==> src/hw/rtl/setm_pkg.sv <==
// ----------------------------------------------------------------------------
// setm_pkg
// Constants and types for the scope edge trigger and measurement block.
// ----------------------------------------------------------------------------
`default_nettype none

package setm_pkg;

  // record geometry
  localparam int RECORD_LENGTH = 32768;
  localparam int WINDOW_HIGH   = 1000;
  localparam int WINDOW_LOW    = 5;

  localparam int SIDX_W = $clog2(RECORD_LENGTH);  // sample index counter
  localparam int EDGE_W = 15;                     // reported edge index
  localparam int CODE_W = 8;                      // ADC code

  // configuration register indexes
  localparam int CFG_IDX_W = 2;
  localparam logic [CFG_IDX_W-1:0] REG_TRIGGER_LEVEL  = 2'd0;
  localparam logic [CFG_IDX_W-1:0] REG_TRIGGER_SOURCE = 2'd1;
  localparam logic [CFG_IDX_W-1:0] REG_TRIGGER_SLOPE  = 2'd2;

  localparam logic [CODE_W-1:0] LEVEL_RESET  = 8'd141;
  localparam logic              SOURCE_RESET = 1'b0;
  localparam logic              SLOPE_RESET  = 1'b1;

  localparam logic SLOPE_RISING  = 1'b0;
  localparam logic SLOPE_FALLING = 1'b1;

  localparam logic [CODE_W-1:0] CODE_MIN = '0;
  localparam logic [CODE_W-1:0] CODE_MAX = '1;

  localparam int IN_DATA_W  = 16;
  localparam int OUT_DATA_W = 80;

  // result word, first member in the top bits
  typedef struct packed {
    logic [CODE_W-1:0] span_b;
    logic [CODE_W-1:0] max_b;
    logic [CODE_W-1:0] min_b;
    logic [CODE_W-1:0] span_a;
    logic [CODE_W-1:0] max_a;
    logic [CODE_W-1:0] min_a;
    logic [EDGE_W-1:0] period_samples;
    logic              period_valid;
    logic [EDGE_W-1:0] trigger_index;
    logic              trigger_found;
  } result_t;

endpackage

`default_nettype wire

==> src/hw/rtl/scope_edge_trigger_and_measure.sv <==
// ----------------------------------------------------------------------------
// scope_edge_trigger_and_measure
// Edge trigger search and min/max/peak-to-peak measurement over one record.
// ----------------------------------------------------------------------------
// Usage:
//   s_* carries one sample pair per word: tdata = {sample_b, sample_a},
//   tlast marks the final pair of a record. Indices count from 0 per record.
//   m_* carries one result word per record, issued for the tlast word only.
//   cfg_* writes trigger_level (0), trigger_source (1), trigger_slope (2);
//   write only while no record is in flight.
// Timing:
//   One pair is accepted per cycle while s_tready is high. The per-pair update
//   (edge test, running min/max) is a single compare stage between the record
//   state and the result register; the result for a tlast word is registered
//   into the result register, or into the skid buffer while the receiver stalls.
// Stall:
//   A result register plus a one-word skid buffer sit on the output. While
//   the receiver stalls, sample words keep flowing; s_tready drops only when
//   both output slots hold results.
// Reset:
//   rst (sync, active high) clears record state, empties the output and
//   loads level 141, source channel A, falling slope.
// ----------------------------------------------------------------------------
`default_nettype none

module scope_edge_trigger_and_measure (
  input  wire                          clk,
  input  wire                          rst,
  // fields from bit 0: sample_a[7:0], sample_b[15:8]
  input  wire [setm_pkg::IN_DATA_W-1:0] s_tdata,
  input  wire                          s_tvalid,
  input  wire                          s_tlast,
  output logic                         s_tready,
  // fields from bit 0: trigger_found, trigger_index[15:1], period_valid[16],
  // period_samples[31:17], min_a, max_a, span_a, min_b, max_b, span_b
  output logic [setm_pkg::OUT_DATA_W-1:0] m_tdata,
  output logic                         m_tvalid,
  input  wire                          m_tready,
  input  wire                          cfg_we,
  input  wire [setm_pkg::CFG_IDX_W-1:0] cfg_index,
  input  wire [setm_pkg::CODE_W-1:0]    cfg_data
);
  import setm_pkg::*;

  // configuration
  logic [CODE_W-1:0] trigger_level;
  logic              trigger_source;
  logic              trigger_slope;

  // record state
  logic [SIDX_W-1:0] sample_index;
  logic [CODE_W-1:0] hist0, hist1;       // s[i], s[i+1]
  logic [EDGE_W-1:0] latest_edge, earlier_edge;
  logic [1:0]        edge_count;
  logic [CODE_W-1:0] min_a, max_a, min_b, max_b;

  // next values
  logic [SIDX_W-1:0] sample_index_next;
  logic [EDGE_W-1:0] latest_edge_next, earlier_edge_next;
  logic [1:0]        edge_count_next;
  logic [CODE_W-1:0] min_a_next, max_a_next, min_b_next, max_b_next;

  logic [CODE_W-1:0] sample_a, sample_b, cur;
  logic [SIDX_W-1:0] edge_pos;
  logic [31:0]       edge_pos_w, index_w;
  logic              in_window, edge_hit;
  logic              accept, emit;
  result_t           res_word;

  // output buffering
  logic [OUT_DATA_W-1:0] out_data, skid_data;
  logic                  out_valid, skid_valid;

  assign sample_a = s_tdata[CODE_W-1:0];
  assign sample_b = s_tdata[2*CODE_W-1:CODE_W];

  assign s_tready = !skid_valid;
  assign accept   = s_tvalid && s_tready;
  assign emit     = accept && s_tlast;

  assign m_tvalid = out_valid;
  assign m_tdata  = out_data;

  // configuration writes; indexes past the list are ignored
  always_ff @(posedge clk) begin
    if (rst) begin
      trigger_level  <= LEVEL_RESET;
      trigger_source <= SOURCE_RESET;
      trigger_slope  <= SLOPE_RESET;
    end else if (cfg_we) begin
      unique case (cfg_index)
        REG_TRIGGER_LEVEL:  trigger_level  <= cfg_data;
        REG_TRIGGER_SOURCE: trigger_source <= cfg_data[0];
        REG_TRIGGER_SLOPE:  trigger_slope  <= cfg_data[0];
        default: ;
      endcase
    end
  end

  // per-pair update
  always_comb begin
    cur = trigger_source ? sample_b : sample_a;

    // edge at i = index - 2, tested once s[i+2] arrives
    edge_pos   = sample_index - SIDX_W'(2);
    index_w    = 32'(sample_index);
    edge_pos_w = 32'(edge_pos);
    in_window  = (index_w >= 32'd2) &&
                 (edge_pos_w >= 32'(WINDOW_LOW)) &&
                 (edge_pos_w <= 32'(WINDOW_HIGH));

    if (trigger_slope == SLOPE_RISING) begin
      edge_hit = (hist0 < trigger_level) && (hist1 >= trigger_level) && (cur >= hist1);
    end else begin
      edge_hit = (hist0 > trigger_level) && (hist1 <= trigger_level) && (cur <= hist1);
    end
    edge_hit = edge_hit && in_window;

    latest_edge_next  = latest_edge;
    earlier_edge_next = earlier_edge;
    edge_count_next   = edge_count;
    if (edge_hit) begin
      earlier_edge_next = latest_edge;
      latest_edge_next  = EDGE_W'(edge_pos);
      if (edge_count != 2'd2) begin
        edge_count_next = edge_count + 2'd1;
      end
    end

    // overlong records hold the index at the end of the record
    if (index_w < 32'(RECORD_LENGTH - 1)) begin
      sample_index_next = sample_index + SIDX_W'(1);
    end else begin
      sample_index_next = sample_index;
    end

    min_a_next = (sample_a < min_a) ? sample_a : min_a;
    max_a_next = (sample_a > max_a) ? sample_a : max_a;
    min_b_next = (sample_b < min_b) ? sample_b : min_b;
    max_b_next = (sample_b > max_b) ? sample_b : max_b;

    res_word.trigger_found  = (edge_count_next != 2'd0);
    res_word.trigger_index  = (edge_count_next != 2'd0) ? latest_edge_next : '0;
    res_word.period_valid   = (edge_count_next == 2'd2);
    res_word.period_samples = (edge_count_next == 2'd2) ?
                              (latest_edge_next - earlier_edge_next) : '0;
    res_word.min_a  = min_a_next;
    res_word.max_a  = max_a_next;
    res_word.span_a = max_a_next - min_a_next;
    res_word.min_b  = min_b_next;
    res_word.max_b  = max_b_next;
    res_word.span_b = max_b_next - min_b_next;
  end

  // record state; the tlast word restarts the record
  always_ff @(posedge clk) begin
    if (rst || emit) begin
      sample_index <= '0;
      hist0        <= '0;
      hist1        <= '0;
      latest_edge  <= '0;
      earlier_edge <= '0;
      edge_count   <= '0;
      min_a        <= CODE_MAX;
      min_b        <= CODE_MAX;
      max_a        <= CODE_MIN;
      max_b        <= CODE_MIN;
    end else if (accept) begin
      sample_index <= sample_index_next;
      hist0        <= hist1;
      hist1        <= cur;
      latest_edge  <= latest_edge_next;
      earlier_edge <= earlier_edge_next;
      edge_count   <= edge_count_next;
      min_a        <= min_a_next;
      max_a        <= max_a_next;
      min_b        <= min_b_next;
      max_b        <= max_b_next;
    end
  end

  // result register with one-word skid
  always_ff @(posedge clk) begin
    if (rst) begin
      out_valid  <= 1'b0;
      skid_valid <= 1'b0;
    end else if (!out_valid || m_tready) begin
      if (skid_valid) begin
        // s_tready is low here, so no new result competes
        out_valid  <= 1'b1;
        out_data   <= skid_data;
        skid_valid <= 1'b0;
      end else begin
        out_valid <= emit;
        if (emit) begin
          out_data <= res_word;
        end
      end
    end else if (emit) begin
      skid_valid <= 1'b1;
      skid_data  <= res_word;
    end
  end

endmodule

`default_nettype wire

==> config.mk <==
export PLATFORM = sky130hd
export DESIGN_NAME = scope_edge_trigger_and_measure
export DESIGN_NICKNAME = d
export VERILOG_FILES = /design/src/hw/rtl/setm_pkg.sv /design/src/hw/rtl/scope_edge_trigger_and_measure.sv
export SDC_FILE = /design/constraint.sdc
export NUM_CORES = 1
export LEC_CHECK = 0
export BUFFER_PORTS_ARGS = -buffer_cell sky130_fd_sc_hd__buf_2
export CAP_MARGIN = 5
export CORE_MARGIN = 2
export CORE_UTILIZATION = 40
export CTS_CLUSTER_SIZE = 30
export DETAILED_ROUTE_END_ITERATION = 16
export PLACE_DENSITY_LB_ADDON = 0.12
export SKIP_CTS_REPAIR_TIMING = 1
export SLEW_MARGIN = 20
export SYNTH_ARGS = -nofsm -noshare
export SYNTH_HDL_FRONTEND = slang
export SYNTH_SLANG_ARGS = --single-unit
==> constraint.sdc <==
create_clock -name clk -period 14.18 [get_ports clk]
set_input_delay 2.836 -clock clk [delete_from_list [all_inputs] [get_ports clk]]
set_output_delay 2.836 -clock clk [all_outputs]
set_load 0.005 [all_outputs]
Yosys cells after proc, flatten, opt, wreduce, memory -nomap -nowiden --
Index checks and enable logic that the tools add are counted.
Storage, ports and cells: register bits after elaboration 267, input port bits 32, output and inout bits 82, word-level logic and storage cells 81
Operators by class: add/subtract/negate cells 6, $lt $le $gt $ge 14, equality and inequality tests 4, muxes and demuxes 15, bitwise gates (word level) 2, reductions and logical operators 23
Operator list (number):
- $mux W80 | 2
- $mux W15 | 4
- $mux W8 | 5
- $gt A8 B8 Y1 | 3
- $lt A8 B8 Y1 | 3
- $ge A8 B8 Y1 | 2
- $le A8 B8 Y1 | 2
- $sub A8 B8 Y8 | 2
- $add A15 B1 Y15 const B | 1
- $ge A15 B2 Y1 const B | 1
- $ge A15 B3 Y1 const B | 1
- $le A15 B10 Y1 const B | 1
- $lt A15 B15 Y1 const B | 1
- $sub A15 B15 Y15 | 1
- $sub A15 B2 Y15 const B | 1
- $logic_and A1 B1 Y1 | 9
- $reduce_and A2 Y1 | 4
- $reduce_and A3 Y1 | 2
- $eq A2 B2 Y1 const B | 2
- $mux W2 | 2
- $reduce_bool A2 Y1 | 2
- $add A2 B1 Y2 const B | 1
- $eq A2 B1 Y1 const B | 1
- $logic_not A1 Y1 | 2
- 6 further kinds | 9

Longest topological paths before layout --
Gate-level depths: netlist of the first run.
word-level depth 10, mapped depth 22, gate-level depth less buffers 19

Worst setup path before layout of the first run --
OpenSTA, ideal clock, no wires.
path type input to register, from in s_tvalid, to reg skid_data[0] (enable), setup time 0.617 ns, arrival time 8.728 ns, data required time 13.563 ns, path slack 4.835 ns, cell stages on the path 4, buffers on the path 1, cell sequence nor2b_1 clkbuf_1 nand2_1 nor3_1
Between the ends: word-level cells in the longest chain between the ends 3
Ends and longest elaborated chain:
- from (decl) | line scope_edge_trigger_and_measure.sv:31 | input wire s_tvalid,
- $logic_and A1 B1 Y1 | line scope_edge_trigger_and_measure.sv:78 | assign accept = s_tvalid && s_tready;
- $logic_and A1 B1 Y1 | line scope_edge_trigger_and_measure.sv:79 | assign emit = accept && s_tlast;
- $reduce_and A3 Y1 (no source line)
- to (signal assigned) | line scope_edge_trigger_and_measure.sv:201 | skid_data <= res_word;
- to (decl) | line scope_edge_trigger_and_measure.sv:71 | logic [OUT_DATA_W-1:0] out_data, skid_data;
No other way between the ends. A chain may end at the register's enable or synchronous reset.

Worst setup path after layout of the first run --
from in s_tdata[7] in the netlist's numbering, to reg out_data[31], in the netlist m_tdata[31], data pin
Between the ends: word-level cells in the longest chain between the ends 10, elaborated cells between the ends (all ways) 15, those cells by class add/sub (1); order compare (2); eq/ne (1); mux (8); reduce/logical (3)
Ends and longest elaborated chain:
- from (decl) | line scope_edge_trigger_and_measure.sv:30 | input wire [setm_pkg::IN_DATA_W-1:0] s_tdata,
- $mux W8 (*) | line scope_edge_trigger_and_measure.sv:102 | cur = trigger_source ? sample_b : sample_a;
- named net cur[7] | line scope_edge_trigger_and_measure.sv:63 | logic [CODE_W-1:0] sample_a, sample_b, cur;
- $ge A8 B8 Y1 or $le A8 B8 Y1 (tied branches) | line scope_edge_trigger_and_measure.sv:113, scope_edge_trigger_and_measure.sv:115
- $logic_and A1 B1 Y1, on equally long branches | line scope_edge_trigger_and_measure.sv:113, scope_edge_trigger_and_measure.sv:115
- $mux W1 (*) | line scope_edge_trigger_and_measure.sv:112 | if (trigger_slope == SLOPE_RISING) begin
- $logic_and A1 B1 Y1 (*) | line scope_edge_trigger_and_measure.sv:117 | edge_hit = edge_hit && in_window;
- $mux W15 (*) | line scope_edge_trigger_and_measure.sv:122 | if (edge_hit) begin
- named net earlier_edge_next[0] | line scope_edge_trigger_and_measure.sv:59 | logic [EDGE_W-1:0] latest_edge_next, earlier_edge_next;
- $sub A15 B15 Y15 (*) | line scope_edge_trigger_and_measure.sv:146 | (latest_edge_next - earlier_edge_next) : '0;
- $mux W15 (*) | line scope_edge_trigger_and_measure.sv:145 | res_word.period_samples = (edge_count_next == 2'd2) ?
- $mux W80 (*) | line scope_edge_trigger_and_measure.sv:195 | if (emit) begin
- $mux W80 (*) | line scope_edge_trigger_and_measure.sv:188 | if (skid_valid) begin
- to (signal assigned) | line scope_edge_trigger_and_measure.sv:191 | out_data <= skid_data;
- to (signal assigned) | line scope_edge_trigger_and_measure.sv:196 | out_data <= res_word;
- to (decl) | line scope_edge_trigger_and_measure.sv:71
The timed path passes the listed nets; every way through them passes the cells marked *. The select of a mux whose other input is x is not followed.

==> metrics.md, run 1 <==
| Metric | Value |
|---|---|
| CP Data Arrival Time | ~7700 ps |
| Drt first pass iters | 5 |
| Largest net degree at the start of global routing | 96 |
| Gate Count Post-Synth | between 1000 and 1500 |
| Layout Nets | ~1500 |
| Fill cells | ~3200 |
| Starting Density | 0.406 |
| Number of enable flip-flop cells after synthesis | 160 |
| Hold Vio Cnt, Final | 0 |
| Max Fanout on Critical Path | 22 |
| DRC Markers | 0 |
| Synthesis-stage register bit count | around 270 |
| Setup_tns | 0 ps |
| Worst skew pair latency | 570 ps |
| Vias/cell | roughly 5.2 |
| DPL Wire Length | about 21000 um |
| Clock-pin slew on the worst setup and hold paths | roughly 60 ps |
| Std cell rows | 67 |
| Pleak | 0.00620 uW |
| Longest Clk Path Bufs | 3 |
| GPL Wtd Cong | approximately 0.84 |
| CP Launch Point | s_tdata[7] |
| Startpoint of the worst hold path | hist0[0] |
| Clock sinks | approximately 270 |
| Final Cycle Share | 0.519 |
| Prevailing post-synth register cell | edfxtp_1 |
| Core area | 33500 sq um |
| Internal | 1480 uW |
| Worst VDD drop | 0.0932 mV |
| H-tree Lvls | 1 |
| Clk network pwr share | 0.424 |
| Routed length per instance | about 17 um |
| Num CTS Buffers | 30 |
| Via count | 9564 |
| Post-layout util | 0.467 |
| Min Hold Slack | between 400 and 500 ps |
| Slew headroom | 0.320 |
| Hold Path Class | reg -> reg |
| NetSw | 484 uW |
| CTS tree | done |
| Tot GR Track Use | 0.176 |
| FF-to-FF Start | trigger_source |
| RSZ-0062 raised after global routing | false |
| Number of global-route vias before repair | around 9200 |
| Die width | around 190 um |
| IO Pins | 114 |
| Multi-input logic area | slightly above 6000 sq um |
| Place WS | 6260 ps |
| Register area | approximately 7000 sq um |
| Syn Nets | roughly 1400 |
| Seq/Total Area, Yosys | 0.510 |
| First-pass GRT wire length | roughly 50000 um |
| Crit end category | flip-flop |
| Status | finished, final reports clean |
| PwrDens | 125 nW/um^2 |
| Area Growth Syn to Fin | 15.2% |
| CTS root buffer | clkbuf_16 |
| Layout Skew | 19.1 ps |
| Routed Antenna Nets | 0 |
| Initial DRC count | between 500 and 600 |
| Overflow after GRT | 0 |
| Fmax | around 0.14 GHz |
| Min setup slack post-route | around 6800 ps |
| Antenna diode count | 0 |
| Share of layout cells above drive strength 1 | 0.189 |
| Max cap viols | 0 |
| Synth async-reset ratio | 0 |
| Design Power | approximately 2000 uW |
| Sequential share of power | 0.445 |
| Initial antenna violation count | 0 |
| Routed wire length | between 30000 and 40000 um |
| Combinational group share of total power | 0.131 |
| Worst endpoint required time | 14490 ps |
| Mean Syn Cell Area | around 11 sq um |
| Final min period | between 7000 and 8000 ps |
| Synthesis Warnings | 0 |
| Slew @ Worst Pin | between 1000 and 1500 ps |
| Sw frac | 0.247 |
| Type of the worst setup path | in -> reg |
| Mapped cell area | 13600 sq um |
| CP startpoint kind | input pin |
| Die Ht | 188 um |
| PortBufs | 113 |
| Max-slew violations | 0 |
| # setup viols final | 0 |
| DIE AREA | around 36000 sq um |
| Distinct cells, synth | 70 |
==> critical path: stages <==
cell and delay (ps):
buf_2 140, mux2_2 280, ha_1 310, and4_1 270, nand2_1 90, a221oi_1 280
nand3_1 150, mux2i_2 150, buf_4 270, nand2_4 260, mux2_4 400, ha_1 210
fa_1 400, nand2b_1 160, a21oi_1 230, a21boi_0 160, o21ai_0 350, o41ai_1 130
xnor2_1 170, a41o_1 260, o22a_1 150
==> power by group through the flow <==
| stage | Clock [uW] | Combinational [uW] | Sequential, uW |
|---|---|---|---|
| 4_1_cts | 852 | 258 | 871 |
| 6_report | 832 | 257 | 871 |
| 5_1_grt | 882 | 291 | 873 |
| 2_1_floorplan | 0 | 180 | 888 |
| 3_5_place_dp | 0 | 256 | 888 |
| 3_3_place_gp | 0 | 254 | 887 |
==> layout by cell type (no fill, tap or decap), types with 5 or more instances in the layout <==
| cell | n |
|---|---|
| edfxtp_1 | 160 |
| nor2_1 | 121 |
| nand2_1 | 117 |
| buf_2 | 113 |
| dfxtp_1 | 106 |
| inv_1 | 103 |
| ha_1 | 87 |
| a21oi_1 | 81 |
| mux2_2 | 61 |
| a211oi_1 | 40 |
| o31ai_1 | 32 |
| clkbuf_16 | 31 |
| mux2i_1 | 30 |
| o21ai_0 | 27 |
| o211ai_1 | 23 |
| xnor2_1 | 21 |
| xor2_1 | 21 |
| nor3_1 | 20 |
| nand3_1 | 17 |
| and3_1 | 15 |
| nor2b_1 | 13 |
| buf_4 | 13 |
| nand2b_1 | 10 |
| a21o_1 | 8 |
| nand4_1 | 8 |
| or2_2 | 8 |
| or3_1 | 7 |
| clkbuf_1 | 7 |
| a211o_1 | 6 |
| and4_1 | 5 |
| o21bai_1 | 5 |
| bufinv_16 | 5 |
| clkinv_2 | 5 |
==> state kept, by name (all words and copies together), names as in the netlist <==
| register | cells |
|---|---|
| trigger_slope | 1 |
| edge_count | 2 |
| m_tvalid | 1 |
| hist1 | 8 |
| trigger_level | 8 |
| min_b | 8 |
| skid_valid | 1 |
| min_a | 8 |
| max_b | 8 |
| skid_data | 80 |
| trigger_source | 1 |
| earlier_edge | 15 |
| hist0 | 8 |
| latest_edge | 15 |
| sample_index | 15 |
| max_a | 8 |
| m_tdata | 80 |
==> area by class of cell <==
cell class / instances / share of cell area
clock buffer: 41 / 0.0538
clock inverter: 15 / 0.0150
inverter: 104 / 0.0249
multi-input combinational: 852 / 0.385
sequential: 267 / 0.443
tap: 448 / 0.0358
timing repair buffer: 126 / 0.0423
==> final timing paths <==
path                  to  slack (ps)  cells past startpoint
min reg2reg     hist0[0]         460                      2
min             hist0[0]         460                      2
max          m_tdata[31]        6820                     21
max reg2reg  m_tdata[31]        8450                     20
==> cell families after synthesis <==
family	count (synthesis)	synth area share
and+or+nand+nor	371	0.128
DFF	267	0.510
AOI/OAI and AO/OA	256	0.127
buffers and inverters	169	0.0493
muxes	93	0.0747
adders and majority gates	90	0.0844
xor gates and xnor gates	42	0.0270
==> cells in the mapped netlist, types with 17 or more instances <==
cell type  number  area, sq um
a21oi_1        82          410
o31ai_1        32          240
nor2_1        121          454
o21ai_0        27          135
inv_1         104          390
ha_1           87         1090
nand2_1       118          443
o211ai_1       23          173
xnor2_1        21          184
a211oi_1       40          300
mux2_2         61          687
nor3_1         22          110
nand3_1        17         85.1
mux2i_1        30          300
edfxtp_1      160         4800
clkbuf_1       48          180
xor2_1         21          184
dfxtp_1       107         2140
==> layer usage <==
metal	up-vias	GRT usage	part of all wire
met5	-	0	0
li1	4799	-	-
met4	0	0.0352	0.014
met2	148	0.258	0.41
met3	29	0.0229	0.036
met1	4588	0.276	0.54
==> metrics by stage <==
stage | area (sq um) | cells
global placement | 14600 | 1797
detailed placement | 14600 | 1797
finish | 15700 | 1853
global route | 15700 | 1853
CTS | 15700 | 1853
floorplan | 13600 | 1288
Note: power is estimated with default switching activity, not from simulation.
==> inputs of run 2 (changes only) <==
ABC_AREA = 1   (was default)
clock period = 6.5 ns   (was 14.18 ns; I/O delays follow)
==> run 2 against run 1 <==
Against the previous run: sequential power rose by 120%; utilization fell by 0.21 points; power rose by 130%; routed wire length rose by 3.8%; largest cell class unchanged; critical path type unchanged; via count rose by 12%.
==> metrics.md, run 2 <==
| Metric | Value |
|---|---|
| Initial antenna violation count | 0 (unchanged) |
| Prevailing post-synth register cell | edfxtp_1 |
| Overflow after GRT | 0 (unchanged) |
| Antenna diode count | 0 (unchanged) |
| Setup_tns | 0 ps (unchanged) |
| Mean Syn Cell Area | 8.50 sq um (-20%) |
| Core area | 34300 sq um (+2.3%) |
| Via count | 10700 (+12%) |
| Worst endpoint required time | 6800 ps (-7690 ps) |
| H-tree Lvls | 1 (unchanged) |
| Startpoint of the worst hold path | hist0[6] |
| Std cell rows | 68 (+1.5%) |
| Max cap viols | 0 (unchanged) |
| FF-to-FF Start | trigger_source |
| Worst VDD drop | 0.250 mV (+170%) |
| Share of layout cells above drive strength 1 | 0.123 (-0.0665) |
| CP Data Arrival Time | 5600 ps (-2070 ps) |
| Gate Count Post-Synth | 1629 (+26%) |
| Pleak | 0.00710 uW (+15%) |
| Number of enable flip-flop cells after synthesis | 160 (unchanged) |
| Num CTS Buffers | 30 (unchanged) |
| Commonest non-fill, non-tap cell in the layout | nand2_1 |
| Clock-pin slew on the worst setup and hold paths | 60 ps (about the same) |
| Distinct cells, synth | 46 (-34%) |
| Most frequent cell after synthesis | nand2_1 |
| DIE AREA | 36100 sq um (+1.7%) |
| CP Launch Point | s_tdata[3] |
| DRC Markers | 0 (unchanged) |
| Status | finished, final reports clean |
| Share of the synthesized area in the top cell type | 0.347 (-0.00612) |
| Clock sinks | 267 (unchanged) |
| Worst skew pair latency | 570 ps (about the same) |
| Most frequent cells after synthesis | nand2_1 (427), inv_1 (222), edfxtp_1 (160) |
| Slew headroom | 0.266 (-0.0537) |
| Tot GR Track Use | 0.182 (+0.00603) |
| RSZ-0062 raised after global routing | false |
| Vias/cell | 4.85 (-6.0%) |
| DPL Wire Length | 22600 um (+6.8%) |
| PortBufs | 113 (unchanged) |
| Initial DRC count | 755 (+40%) |
| Slowest-stage cell, CP | o21ai_0 |
| GPL Wtd Cong | 0.855 (+1.9%) |
| Max Fanout on Critical Path | 25 (+14%) |
| Post-route insts no fill | 2214 (+19%) |
| Placed insts | 2157 (+20%) |
| First-pass GRT wire length | 53100 um (+5.7%) |
| IO Pins | 114 (unchanged) |
| Routed Antenna Nets | 0 (unchanged) |
| Type of the worst setup path | in -> reg |
| Syn Nets | 1752 (+24%) |
| Min setup slack post-route | 1200 ps (-5620 ps) |
| CP peak stage delay | 440 ps (+40 ps) |
| Synth async-reset ratio | 0 (unchanged) |
| Seq/Total Area, Yosys | 0.502 (-0.00886) |
| Synthesis Warnings | 0 (unchanged) |
| Top cells by area, synth | edfxtp_1 (35%), dfxtp_1 (15%), nand2_1 (12%) |
| Slew @ Worst Pin | 1100 ps (+80.5 ps) |
| Area Growth Syn to Fin | 15.2% (about the same) |
| Layout Nets | 1858 (+24%) |
| PwrDens | 277 nW/um^2 (+120%) |
| Final min period | 5300 ps |
| Starting Density | 0.404 (-0.00194) |
| Buf/Inv on CP | 5 (+3) |
| Largest net degree at the start of global routing | 93 (-3.1%) |
| Crit end category | flip-flop |
| Hold Vio Cnt, Final | 0 (unchanged) |
| Drt first pass iters | 5 (unchanged) |
| # setup viols final | 0 (unchanged) |
| Max-slew violations | 0 (unchanged) |
| Cell family with most CP delay | compound AO/OA/AOI/OAI gates |
| Mapped cell area | 13800 sq um (+1.8%) |
| Final Cycle Share | 0.815 |
| Hold Path Class | reg -> reg |
| CP startpoint kind | input pin |
| Place WS | 631 ps (-5630 ps) |
| Routed wire length | 32500 um (+3.8%) |
| Fmax | between 0.15 and 0.2 GHz |
| CTS root buffer | clkbuf_16 |
| Die width | 190 um (+0.86%) |
| Die Ht | 190 um (+0.86%) |
| Routed length per instance | 14.7 um (-13%) |
| Number of global-route vias before repair | 9921 (+8.0%) |
| CP dominant cell by count | nand2_1 |
| Synthesis-stage register bit count | 267 (unchanged) |
| Longest Clk Path Bufs | 3 (unchanged) |
| Post-layout util | 0.465 (-0.00213) |
| Layout Skew | 33.7 ps (+14.6 ps) |
| CTS tree | done |
| Min Hold Slack | 467 ps (+5.37 ps) |
| Area leader, netlist | edfxtp_1 |
| Commonest non-fill, non-tap cells in the layout | nand2_1 (425), inv_1 (220), edfxtp_1 (160) |
## run 2: metal layers
layer	up-vias	track usage	wire, um
li1	5613	-	-
met1	4863	0.290	17600
met2	222	0.260	12800
met3	42	0.0208	1500
met4	0	0.0417	580
met5	-	0	0
## run 2: cell type report
cell class	count	area, sq um
inverter	227	855
tap	455	569
clock buffer	37	787
fill	3350	18300
multi-input combinational	1076	5810
timing repair buffer	133	717
sequential	267	6950
clock inverter	19	262
## run 2: tightest hold or removal path, cell delays in order (launching register included)
cell	delay, ps
dfxtp_1	310
nand2_1	60
a21oi_1	50
## run 2: report_power, final
part | total (uW) | internal (uW) | switching (uW)
registers | 1930 | 1900 | 27.4
logic | 696 | 242 | 455
clock network | 1800 | 1100 | 699
## run 2: path summary, 6_finish.rpt
check	end	slack (ps)	depth (start not counted)
hold / removal	hist0[6]	470	2
hold reg to reg	hist0[6]	470	2
setup / recovery	m_tdata[28]	1200	30
setup reg to reg	m_tdata[28]	1300	29
## run 2: cells by family after synthesis
logic type	synth area share
compound gates	0.133
xor+xnor	0.0133
fa+ha+maj	0.0838
buf+inv	0.0804
flops	0.502
mux	0.000813
simple gates	0.187
## run 2: per-stage QoR
| step | total power, uW | cell area, sq um |
|---|---|---|
| 6_report | 4420 | 16000 |
| 4_1_cts | 4470 | 15900 |
| 5_1_grt | 4650 | 16000 |
| 2_1_floorplan | 2440 | 13900 |
| 3_3_place_gp | 2650 | 14900 |
| 3_5_place_dp | 2660 | 14900 |
==> inputs of run 3 (changes only) <==
clock period = 5.2 ns   (was 6.5 ns; I/O delays follow)
==> run 3 against run 2 <==
Against the previous run: critical path depth down 3; critical endpoint unchanged; clock power up 13%; critical path type unchanged; die area unchanged; worst setup slack worse by 690 ps; sequential cell count unchanged; final cell count up 0.90%; power up 21%; hold slack better by 2.2 ps; highest routed layer unchanged; largest cell class unchanged; register-to-register slack worse by 630 ps; combinational power up 30%.
==> metrics.md, run 3 (synthesis gave the netlist of run 2 again) <==
| Metric | Value |
|---|---|
| Worst skew pair latency | 560 ps (about the same) |
| Type of the worst setup path | in -> reg |
| NetSw | 1460 uW (+24%) |
| Starting Density | 0.404 (unchanged) |
| Clock sinks | 267 (unchanged) |
| Hold path cells | 2 (unchanged) |
| Longest Clk Path Bufs | 3 (unchanged) |
| Std cell rows | 68 (unchanged) |
| RSZ-0062 raised after global routing | false |
| Setup slack, reg-to-reg | 670 ps (-630 ps) |
| Routed Antenna Nets | 0 (unchanged) |
| Layout Nets | 1879 (+1.1%) |
| Post-route cell area | 16000 sq um (+0.55%) |
| Drt first pass iters | 5 (unchanged) |
| Sw frac | 0.274 (+0.00697) |
| Crit end category | flip-flop |
| Status | finished, final reports clean |
| Slew @ Worst Pin | 911 ps (-190 ps) |
| DPL Wire Length | 23800 um (+5.3%) |
| Overflow after GRT | 0 (unchanged) |
| Initial antenna violation count | 0 (unchanged) |
| Max cap viols | 0 (unchanged) |
| Routed wire length | 33200 um (+2.2%) |
| First-pass GRT wire length | 53800 um (+1.4%) |
| Worst VDD drop | 0.241 mV (-3.7%) |
| Hold Vio Cnt, Final | 0 (unchanged) |
| Hold Path Class | reg -> reg |
| Max-slew violations | 0 (unchanged) |
| Routed length per instance | 14.9 um (+1.3%) |
| CP startpoint kind | input pin |
| Reg2Reg Depth | 28 (-3.4%) |
| Internal | 3880 uW (+20%) |
| Sequential share of power | 0.451 (+0.015) |
| Vias/cell | 4.89 (+0.75%) |
| Combinational group share of total power | 0.169 (+0.011) |
| Commonest non-fill, non-tap cell in the layout | nand2_1 |
| Antenna diode count | 0 (unchanged) |
| DRC Markers | 0 (unchanged) |
| IO Pins | 114 (unchanged) |
| Slew headroom | 0.386 (+0.120) |
| Largest net degree at the start of global routing | 93 (unchanged) |
| CP Data Arrival Time | 4990 ps (-610 ps) |
| Area Growth Syn to Fin | 15.8% |
| H-tree Lvls | 1 (unchanged) |
| Initial DRC count | 682 (-9.7%) |
| DIE AREA | 36100 sq um (unchanged) |
| PortBufs | 113 (unchanged) |
| CTS tree | done |
| Share of layout cells above drive strength 1 | 0.135 (+0.0121) |
| Worst endpoint required time | 5500 ps (-1300 ps) |
| Number of global-route vias before repair | 10100 (+1.8%) |
| # setup viols final | 0 (unchanged) |
| Core area | 34300 sq um (unchanged) |
| Final min period | 4690 ps |
| Die Ht | 190 um (unchanged) |
| Cell Area, Placed | 15100 sq um (+1.3%) |
| GPL Wtd Cong | 0.869 (+1.7%) |
| Max Fanout on Critical Path | 6 (-76%) |
| Layout Skew | 18.9 ps (-14.8 ps) |
| PwrDens | 333 nW/um^2 (+20%) |
| Via count | 10900 (+1.7%) |
| Num CTS Buffers | 30 (unchanged) |
| Die width | 190 um (unchanged) |
| CTS root buffer | clkbuf_16 |
| Design Power | 5340 uW (+21%) |
| Fmax | 0.213 GHz |
| Tot GR Track Use | 0.184 (+0.00171) |
| Clk network pwr share | 0.380 (-0.026) |
| Commonest non-fill, non-tap cells in the layout | nand2_1 (425), inv_1 (220), edfxtp_1 (160) |
| Clock-pin slew on the worst setup and hold paths | 60 ps (about the same) |
| Pleak | 0.00719 uW (+1.1%) |
| Final Cycle Share | 0.901 |
-- run 3: cell types whose count changed in the layout (fill, tap and decap cells not counted), moves of 2 or more --
| cell | change |
|---|---|
| clkbuf_1 | -3 |
| bufinv_16 | -5 |
| clkinv_2 | +4 |
| buf_4 | +21 |
| clkbuf_8 | +4 |
| buf_12 | +2 |
-- run 3: power by group through the flow --
stage | clock (uW) | combinational, uW | sequential [uW]
2_1_floorplan | 0 | 599 | 2450
6_report | 2030 | 905 | 2410
5_1_grt | 2160 | 1040 | 2420
3_3_place_gp | 0 | 890 | 2450
4_1_cts | 2080 | 908 | 2410
3_5_place_dp | 0 | 903 | 2460
-- run 3: area by class of cell --
| cell class | instances | area [sq um] |
|---|---|---|
| tap | 455 | 569 |
| sequential | 267 | 6950 |
| clock buffer | 39 | 838 |
| timing repair buffer | 154 | 898 |
| inverter | 227 | 855 |
| multi-input combinational | 1076 | 5810 |
| clock inverter | 16 | 115 |
| fill | 3351 | 18200 |
-- run 3: final timing paths --
path	endpoint	startpoint
worst max register to register	m_tdata[28]	trigger_source
worst max-delay path	m_tdata[28]	s_tdata[7]
worst min-delay path	hist0[5]	hist0[5]
worst min register to register	hist0[5]	hist0[5]
-- run 3: per-stage QoR --
stage | worst slack (ps) | TNS (ps) | std cells | hold WS (ps) | utilization
3_5_place_dp | 26.8 | 0 | 2179 | 457 | 0.440
6_report | 513 | 0 | 2234 | 469 | 0.468
5_1_grt | 62.1 | 0 | 2234 | 499 | 0.468
2_1_floorplan | -16.2 | -1300 | 1629 | 439 | -
4_1_cts | 537 | 0 | 2234 | 471 | 0.468
3_3_place_gp | 188 | 0 | 2179 | 450 | 0.440
-- run 3: layer usage --
layer	track usage	routed length, um	up-vias	share of wire
met5	0	0	-	0
met4	0.0349	486	0	0.015
met3	0.0229	1320	35	0.040
met2	0.267	13400	186	0.40
met1	0.290	18000	5059	0.54
li1	-	-	5638	-
-- run 3: critical path, stage by stage --
cell and delay [ps]:
buf_2 140, inv_1 60, o21ai_0 270, ha_1 310, a21oi_1 160, o21a_1 170, nand2_1 60, nand2_1 50
nand3_1 90, nand2_1 120, nand2_1 170, inv_1 110, nand2_2 90, o21ai_0 260, inv_1 120, ha_1 300
nand2_1 50, o21ai_0 220, a21boi_0 150, o21ai_0 300, a31oi_1 200, o21ai_0 190, nand2_1 60, nand2_1 60
nor2_1 50, nand2_1 80, nand2_1 60
